File: config.mk
export PLATFORM = sky130hd
export DESIGN_NAME = dcfe_front
export DESIGN_NICKNAME = d
export VERILOG_FILES = /design/src/sv/dcfe_pkg.sv /design/src/sv/dcfe_front.sv
export VERILOG_INCLUDE_DIRS = /design/src /design/src/sv
export SDC_FILE = /design/constraint.sdc
export NUM_CORES = 1
export LEC_CHECK = 0
export ABC_AREA = 1
export BUFFER_PORTS_ARGS = -buffer_cell sky130_fd_sc_hd__buf_2
export CORE_ASPECT_RATIO = 1.5
export CORE_MARGIN = 2
export CORE_UTILIZATION = 45
export DETAILED_ROUTE_END_ITERATION = 10
export PLACE_DENSITY = 0.7
export REMOVE_ABC_BUFFERS = 1
export SYNTH_ARGS = -nofsm -noshare
export SYNTH_HDL_FRONTEND = slang
export SYNTH_SLANG_ARGS = --single-unit
File: constraint.sdc
create_clock -name clk -period 36.5 [get_ports clk]
set_input_delay 3.65 -clock clk [delete_from_list [all_inputs] [get_ports clk]]
set_output_delay 3.65 -clock clk [all_outputs]
set_load 0.1 [all_outputs]
File: src/sv/dem_contact_force_engine_unit_assert.svh
// ----------------------------------------------------------------------------
// Contact force engine assertion macros
// Clocked checks on clk, with or without the rst_n guard.
// ----------------------------------------------------------------------------
`ifndef DEM_CONTACT_FORCE_ENGINE_UNIT_ASSERT_SVH
`define DEM_CONTACT_FORCE_ENGINE_UNIT_ASSERT_SVH
`ifndef SYNTHESIS
`define DCFE_ASSERT(lbl, prop, msg) \
  lbl: assert property (@(posedge clk) disable iff (!rst_n) (prop)) else $error(msg);
`define DCFE_ASSERT_ALWAYS(lbl, prop, msg) \
  lbl: assert property (@(posedge clk) (prop)) else $error(msg);
`else
`define DCFE_ASSERT(lbl, prop, msg)
`define DCFE_ASSERT_ALWAYS(lbl, prop, msg)
`endif
`endif

File: src/sv/dcfe_pkg.sv
// ----------------------------------------------------------------------------
// Contact force engine package
// Shared types, codes and fixed point helpers.
// ----------------------------------------------------------------------------
package dcfe_pkg;

  localparam int FRAC_BITS_DEF = 16;
  localparam int UNIT_BITS     = 30;
  localparam int CNT_W         = 24;
  localparam int ACC_W         = 48;
  localparam int NUM_CFG       = 8;
  localparam int CFG_IDX_W     = 3;
  localparam int Q_DEPTH       = 2;
  localparam int Q_AW          = 1;

  localparam logic [60:0]      MAG_CAP  = {1'b1, 60'd0};
  localparam logic [30:0]      UNIT_ONE = {1'b1, 30'd0};
  localparam logic [ACC_W-1:0] ACC_MAX  = {ACC_W{1'b1}};
  localparam logic [CNT_W-1:0] CNT_MAX  = {CNT_W{1'b1}};

  // material select
  localparam logic OP_PAIR = 1'b0;
  localparam logic OP_WALL = 1'b1;

  // register slot within a material bank
  localparam logic [1:0] CF_STIFF = 2'd0;
  localparam logic [1:0] CF_NDAMP = 2'd1;
  localparam logic [1:0] CF_TDAMP = 2'd2;
  localparam logic [1:0] CF_FRIC  = 2'd3;

  // shared arithmetic unit operations
  localparam logic [1:0] AR_MUL  = 2'd0;
  localparam logic [1:0] AR_DIV  = 2'd1;
  localparam logic [1:0] AR_SQRT = 2'd2;

  typedef struct packed {
    logic             op;
    logic             start;
    logic             contact;
    logic [2:0][31:0] sep;
    logic [2:0][31:0] vel;
    logic [30:0]      pen;
    logic [CNT_W-1:0] pair_cnt;
    logic [CNT_W-1:0] wall_cnt;
  } item_t;

  typedef struct packed {
    logic        start;
    logic [1:0]  kind;
    logic [63:0] a;
    logic [63:0] b;
  } arith_req_t;

  typedef struct packed {
    logic         done;
    logic [127:0] res;
  } arith_rsp_t;

  // product >> s, capped at 2^60
  function automatic logic [60:0] cap_shr(input logic [127:0] p, input int unsigned s);
    logic [127:0] t;
    t = p >> s;
    if ((|t[127:61]) || (t[60:0] > MAG_CAP)) cap_shr = MAG_CAP;
    else cap_shr = t[60:0];
  endfunction

  function automatic logic [31:0] sat32(input logic signed [62:0] v);
    if (v > 63'sd2147483647) sat32 = 32'h7FFF_FFFF;
    else if (v < -63'sd2147483648) sat32 = 32'h8000_0000;
    else sat32 = v[31:0];
  endfunction

endpackage

File: src/sv/dcfe_front.sv
// ----------------------------------------------------------------------------
// Contact force engine front end
// Accepts contacts, updates counters, classifies, and queues for the back end.
// ----------------------------------------------------------------------------
`include "dem_contact_force_engine_unit_assert.svh"
module dcfe_front (
  input  logic                  clk,
  input  logic                  rst_n,
  input  logic                  in_valid,
  output logic                  in_ready,
  input  logic                  in_op,
  input  logic                  in_step_start,
  input  logic [31:0]           in_sep_x,
  input  logic [31:0]           in_sep_y,
  input  logic [31:0]           in_sep_z,
  input  logic [31:0]           in_vel_x,
  input  logic [31:0]           in_vel_y,
  input  logic [31:0]           in_vel_z,
  input  logic [31:0]           in_pen,
  output logic                  q_valid,
  output dcfe_pkg::item_t       q_item,
  input  logic                  q_pop
);
  import dcfe_pkg::*;

  item_t            mem_r [Q_DEPTH];
  logic [Q_AW-1:0]  wp_r, rp_r;
  logic [Q_AW:0]    cnt_r, cnt_nxt;
  logic [CNT_W-1:0] pc_r, pc_nxt, wc_r, wc_nxt;
  logic             push, pop, pen_pos;
  item_t            item;

  assign in_ready = (cnt_r != Q_AW'(0) + (Q_AW+1)'(Q_DEPTH)) ? 1'b1 : 1'b0;
  assign push     = in_valid && in_ready;
  assign pop      = q_pop && (cnt_r != '0);
  assign q_valid  = (cnt_r != '0);
  assign q_item   = mem_r[rp_r];
  assign pen_pos  = !in_pen[31] && (in_pen[30:0] != '0);

  always_comb begin
    pc_nxt = in_step_start ? '0 : pc_r;
    wc_nxt = in_step_start ? '0 : wc_r;
    if (pen_pos) begin
      if (in_op == OP_WALL) begin
        if (wc_nxt != CNT_MAX) wc_nxt = wc_nxt + 1'b1;
      end else begin
        if (pc_nxt != CNT_MAX) pc_nxt = pc_nxt + 1'b1;
      end
    end
    item.op       = in_op;
    item.start    = in_step_start;
    item.contact  = pen_pos && ((in_sep_x | in_sep_y | in_sep_z) != '0);
    item.sep      = {in_sep_z, in_sep_y, in_sep_x};
    item.vel      = {in_vel_z, in_vel_y, in_vel_x};
    item.pen      = in_pen[30:0];
    item.pair_cnt = pc_nxt;
    item.wall_cnt = wc_nxt;
    cnt_nxt = cnt_r + (Q_AW+1)'(push) - (Q_AW+1)'(pop);
  end

  always_ff @(posedge clk) begin
    if (!rst_n) begin
      wp_r  <= '0;
      rp_r  <= '0;
      cnt_r <= '0;
      pc_r  <= '0;
      wc_r  <= '0;
    end else begin
      cnt_r <= cnt_nxt;
      if (push) begin
        wp_r <= wp_r + 1'b1;
        pc_r <= pc_nxt;
        wc_r <= wc_nxt;
      end
      if (pop) rp_r <= rp_r + 1'b1;
    end
  end

  always_ff @(posedge clk) begin
    if (push) mem_r[wp_r] <= item;
  end

  `DCFE_ASSERT(a_q_bound, cnt_r <= (Q_AW+1)'(Q_DEPTH), "queue count over depth")
  `DCFE_ASSERT(a_q_ready, (cnt_r == (Q_AW+1)'(Q_DEPTH)) |-> !in_ready, "ready while full")
endmodule

Word level (Yosys, flattened, before mapping) --
Memories as Yosys holds them, arrays and structs flattened. A register that Yosys moved wholly into a read port is not among the register bits. Index checks and enable logic that the tools add are counted.
Storage, ports and cells: input bits 230, register bits 52, memories 1, memory bits (read-only) 0, RAM bits 548, bits in latches 0
Operators by class: div/mod/pow operators 0, add/subtract/negate cells 6, multiplexer cells 13, $lt $le $gt $ge 0, eq/ne operators 3, multiply operators 0, shift-type cells 0, bitwise logic cells 2, reduce and logical (&&, ||, !) cells 8
Memory list:
- mem_r | words 2, width 274, read ports 1, clocked after Yosys merged registers in 1, wr ports 1, RTL line dcfe_front.sv:26 | item_t mem_r [Q_DEPTH];
Operator list (count):
- $mux W24 | 8
- $or A32 B32 Y32 | 2
- $add A24 B1 Y24 const B | 2
- $ne A24 B24 Y1 const B | 2
- $reduce_bool A32 Y1 | 1
- $reduce_bool A31 Y1 | 1
- $mux W1 | 5
- $logic_and A1 B1 Y1 | 4
- $add A1 B1 Y1 const B | 2
- $add A2 B1 Y2 | 1
- $ne A2 B2 Y1 const B | 1
- $reduce_bool A2 Y1 | 1
- $sub A2 B1 Y2 | 1
- $logic_not A1 Y1 | 1

Depth between registers and ports, before layout --
depth after elaboration 5, depth in mapped cells 19

Worst setup path before layout --
Ideal clock, no wire load.
path kind input to register, start point in in_valid, end point mem mem_r[1][0] (netlist name) (enable), cell stages on the path 3, setup time 917 ps, arrival time 15452 ps, slack 20131 ps, cell sequence nand2_1 > clkbuf_1 > nor2_1
Between the ends: cells in the longest elaborated chain, start to end 3
RTL lines:
- start, declared | RTL line dcfe_front.sv:9 | input logic in_valid,
- $logic_and A1 B1 Y1 | RTL line dcfe_front.sv:34 | assign push = in_valid && in_ready;
- $mux W1 | RTL line dcfe_front.sv:80 | if (push) mem_r[wp_r] <= item;
- $mux W1 (not written as such) | RTL line dcfe_front.sv:80
- end, declared | RTL line dcfe_front.sv:26
No other way between the ends.

==> impl_metrics.prom <==
# TYPE chip_impl_metric gauge
chip_impl_info{name="outcome",value="complete, no violations"} 1
chip_impl_metric{name="h-tree-depth",unit=""} 2
chip_impl_metric{name="power_per_cell_area",unit="nW/um^2"} 88.0
chip_impl_info{name="start_kind",value="flip-flop"} 1
chip_impl_metric{name="worst-r2r-setup-slack",unit="ns"} 32.69
chip_impl_metric{name="grt_pass1_wl",unit="um"} 90900
chip_impl_metric{name="number_of_buffer_cells_added_on_primary_ports",unit=""} 505
chip_impl_metric{name="top_level_port_count",unit=""} 506
chip_impl_metric{name="syn-cell-area",unit="um^2"} 24600
chip_impl_metric{name="clk_pin_slew_worst_paths",unit="ns"} 0.06
chip_impl_metric{name="antenna_violations_before_repair",unit=""} 18
chip_impl_metric{name="dieWidth",unit="um"} 195
chip_impl_metric{name="routabilityCongestion",unit=""} 0.926
chip_impl_metric{name="layout_worst_path_cycle_share",unit="%"} 20.4
chip_impl_info{name="regToRegEndpoint",value="mem_r[0][69]$_DFFE_PP_"} 1
chip_impl_metric{name="yosysUniqueCellTypes",unit=""} 38
chip_impl_metric{name="post-route-min-period",unit="ns"} 7.46
chip_impl_metric{name="clkLatencyLatePin",unit="ns"} 0.61
chip_impl_metric{name="worst-r2r-cell-count",unit=""} 7
chip_impl_metric{name="total_clock_buffers_created_by_cts",unit=""} 53
chip_impl_metric{name="final_core_util",unit="%"} 54.9
chip_impl_metric{name="gr-usage-all-layers",unit="%"} 21.2
chip_impl_metric{name="core_region_area",unit="um^2"} 53900
chip_impl_metric{name="synthToLayoutAreaGrowth",unit="%"} 20.3
chip_impl_metric{name="synth-seq-area-share",unit="%"} 71.3
chip_impl_metric{name="floorplan.initialDensity",unit="%"} 45.6
chip_impl_metric{name="leakage",unit="nW"} 11.5
chip_impl_info{name="worst-setup-path-type",value="flip-flop to output port"} 1
chip_impl_metric{name="cts-resized-gates",unit=""} 0
chip_impl_metric{name="timing.clock.skew",unit="ns"} 0.0152
chip_impl_metric{name="power.ir.vdd_worst",unit="V"} 0.000100
chip_impl_metric{name="finalSetupViolations",unit=""} 0
chip_impl_metric{name="synth-edff-count",unit=""} 548
chip_impl_metric{name="finalHoldViolations",unit=""} 0
chip_impl_metric{name="clock.fmax",unit="GHz"} 0.134
chip_impl_metric{name="vias_in_the_first_global_route",unit=""} 15600
chip_impl_info{name="path_type_of_the_worst_min_delay_path",value="flip-flop to flip-flop"} 1
chip_impl_metric{name="post_synth.cell_area_avg",unit="um^2"} 14.3
chip_impl_metric{name="pin_count_of_the_biggest_net_entering_global_routing",unit=""} 185
chip_impl_metric{name="cts_setup_buffers",unit=""} 0
chip_impl_metric{name="cp_max_fo",unit=""} 145
chip_impl_metric{name="detailedRoute.firstPassIterationCount",unit=""} 5
chip_impl_metric{name="post-dp-hpwl",unit="um"} 43700
chip_impl_info{name="rsz0062_at_grt",value="no"} 1
chip_impl_metric{name="min_delay_path_depth",unit=""} 1
chip_impl_metric{name="critical_path_arrival",unit="ns"} 3.81
chip_impl_metric{name="grt_overflow",unit=""} 0
chip_impl_metric{name="ys_seq_elements",unit=""} 601
chip_impl_metric{name="layout.nets",unit=""} 2467
chip_impl_metric{name="transition_time_at_the_pin_with_the_least_slew_margin",unit="ns"} 1.23
chip_impl_info{name="rr_startpoint",value="cnt_r[0]$_SDFF_PN0_"} 1
chip_impl_info{name="tritoncts",value="done"} 1
chip_impl_info{name="yosys_most_used_dff",value="edfxtp_1"} 1
chip_impl_metric{name="wire_per_inst",unit="um"} 20.9
chip_impl_metric{name="iteration_0_drc_count_of_the_detailed_router",unit=""} 1113
chip_impl_metric{name="finalWirelength",unit="um"} 62200
chip_impl_info{name="timing.critical_path.to",value="q_item[254]"} 1
chip_impl_metric{name="yosys_warnings",unit=""} 0
chip_impl_metric{name="final.setup.tns",unit="ns"} 0
chip_impl_metric{name="slew_viol_final",unit=""} 0
chip_impl_metric{name="syn_inst",unit=""} 1723
chip_impl_metric{name="detail-route-antenna-nets",unit=""} 0
chip_impl_metric{name="floorplan.die_area",unit="um^2"} 56500
chip_impl_metric{name="cts_buffer_depth",unit=""} 3
chip_impl_metric{name="clock-sinks",unit=""} 601
chip_impl_metric{name="holdBufCountCts",unit=""} 0
chip_impl_info{name="timing.critical_path.to_type",value="output port"} 1
chip_impl_metric{name="fp.dieH",unit="um"} 290
chip_impl_metric{name="async_reset_ff_share",unit="%"} 0
chip_impl_metric{name="post_route_cells_drive_above_1_share",unit="%"} 40.6
chip_impl_metric{name="route.vias.total",unit=""} 15500
chip_impl_metric{name="post-route-drc-count",unit=""} 0
chip_impl_info{name="cts_root_buffer",value="clkbuf_16"} 1
chip_impl_metric{name="max-cap-violations",unit=""} 0
chip_impl_metric{name="core.rowCount",unit=""} 104
chip_impl_metric{name="worstPathRequired",unit="ns"} 32.85
chip_impl_metric{name="timing.slew.headroom",unit="%"} 18.2
chip_impl_metric{name="avgViaCountPerCell",unit=""} 5.20
## sequential cells by signal, summed over array words and instances (netlist names), named ones only
signal and cells:
wc_r 24, rp_r 1, cnt_r 2, mem_r 548
wp_r 1, pc_r 24
## metal layers
| metal | vias to the layer above | track usage [%] | part of all wire, % | wire [um] |
|---|---|---|---|---|
| met5 | - | 0 | 0.11 | 66 |
| met4 | 8 | 11.0 | 4.4 | 2720 |
| met3 | 141 | 4.75 | 7.2 | 4500 |
| met2 | 648 | 39.6 | 54 | 33700 |
| met1 | 7503 | 22.1 | 34 | 21100 |
| li1 | 7173 | - | - | - |
## logic make-up (layout without fill, tap and decap cells)
family / after synthesis / count (layout) / synth area share (%)
AND/OR/NAND/NOR: 547 / 547 / 10.4
multiplexers: 274 / 274 / 12.6
adder cells (fa/ha/maj): 4 / 4 / 0.204
buffers and inverters: 208 / 761 / 3.46
XOR/XNOR: 14 / 14 / 0.499
other: 0 / 12 / 0
flip-flops: 601 / 601 / 71.3
AO/OA/AOI/OAI: 75 / 75 / 1.58
## where the power goes
group	leakage, nW	total (mW)	switching (mW)	internal [mW]
registers	5.59	0.920	0.0392	0.881
logic	5.09	1.12	0.926	0.192
clock network	0.837	0.564	0.245	0.319
## cell usage in the layout (no fill, tap or decap), types with 16 or more instances in the layout
cell / n
inv_1: 143
dfxtp_1: 52
nor4_1: 26
buf_2: 505
o21ai_0: 20
clkbuf_16: 53
nor2_1: 100
edfxtp_1: 548
a21oi_1: 43
nor2_4: 16
mux2_2: 274
clkbuf_1: 17
nand3_1: 58
nor2_2: 16
nand2_1: 279
## through the flow
stage                     hold WS (ns)  worst slack (ns)  total power, mW  area [um^2]  std cells
after floorplan                  0.425             19.87             1.94        24300       1664
after global placement           0.429             29.57             2.04        27800       2867
after detailed placement         0.430             29.55             2.05        27800       2867
after CTS                        0.443             28.94             2.62        29500       2965
after global routing             0.471             28.79             2.68        29600       2976
final                            0.447             29.04             2.60        29600       2977
## worst min path at each step
stage                           start        end  slack (ns)
CTS                 rp_r$_SDFFE_PN0P_  flip-flop        0.44
global route        rp_r$_SDFFE_PN0P_  flip-flop        0.47
global placement    rp_r$_SDFFE_PN0P_  flip-flop        0.43
detailed placement  rp_r$_SDFFE_PN0P_  flip-flop        0.43
floorplan           rp_r$_SDFFE_PN0P_  flip-flop        0.43
finish              rp_r$_SDFFE_PN0P_  flip-flop        0.45
## synth_stat cells, types with 5 or more instances
| library cell | n | area (um^2) |
|---|---|---|
| nand3b_1 | 13 | 97.6 |
| o21ai_0 | 20 | 100 |
| nand3_1 | 58 | 290 |
| nor2_2 | 15 | 93.8 |
| o21ai_1 | 8 | 40.0 |
| buf_1 | 6 | 22.5 |
| nand4_1 | 11 | 68.8 |
| inv_1 | 144 | 541 |
| nor4_1 | 26 | 163 |
| nand2_2 | 12 | 75.1 |
| buf_6 | 6 | 67.6 |
| a21oi_1 | 43 | 215 |
| mux2_2 | 274 | 3090 |
| edfxtp_1 | 548 | 16500 |
| nor2_1 | 103 | 387 |
| nor3_1 | 5 | 25.0 |
| dfxtp_1 | 53 | 1060 |
| xor2_1 | 10 | 87.6 |
| nand2_1 | 279 | 1050 |
| clkbuf_1 | 42 | 158 |
| nor2_4 | 14 | 158 |
## cell type report
cell class	count	area [um^2]
Fill cell	4456	24300
Sequential cell	601	17500
Multi-Input combinational cell	914	6220
Timing Repair Buffer	514	2630
Clock buffer	70	1390
Tap cell	689	862
Inverter	149	562
Clock inverter	28	340
Antenna cell	12	30.0
## worst max-delay path, cell delays in order (launching register included)
cell     delay [ns]
dfxtp_4        0.80
buf_12         0.63
buf_4          0.88
mux2_2         0.32
buf_2          0.42
No activity file was read; power rests on OpenSTA's default activity.
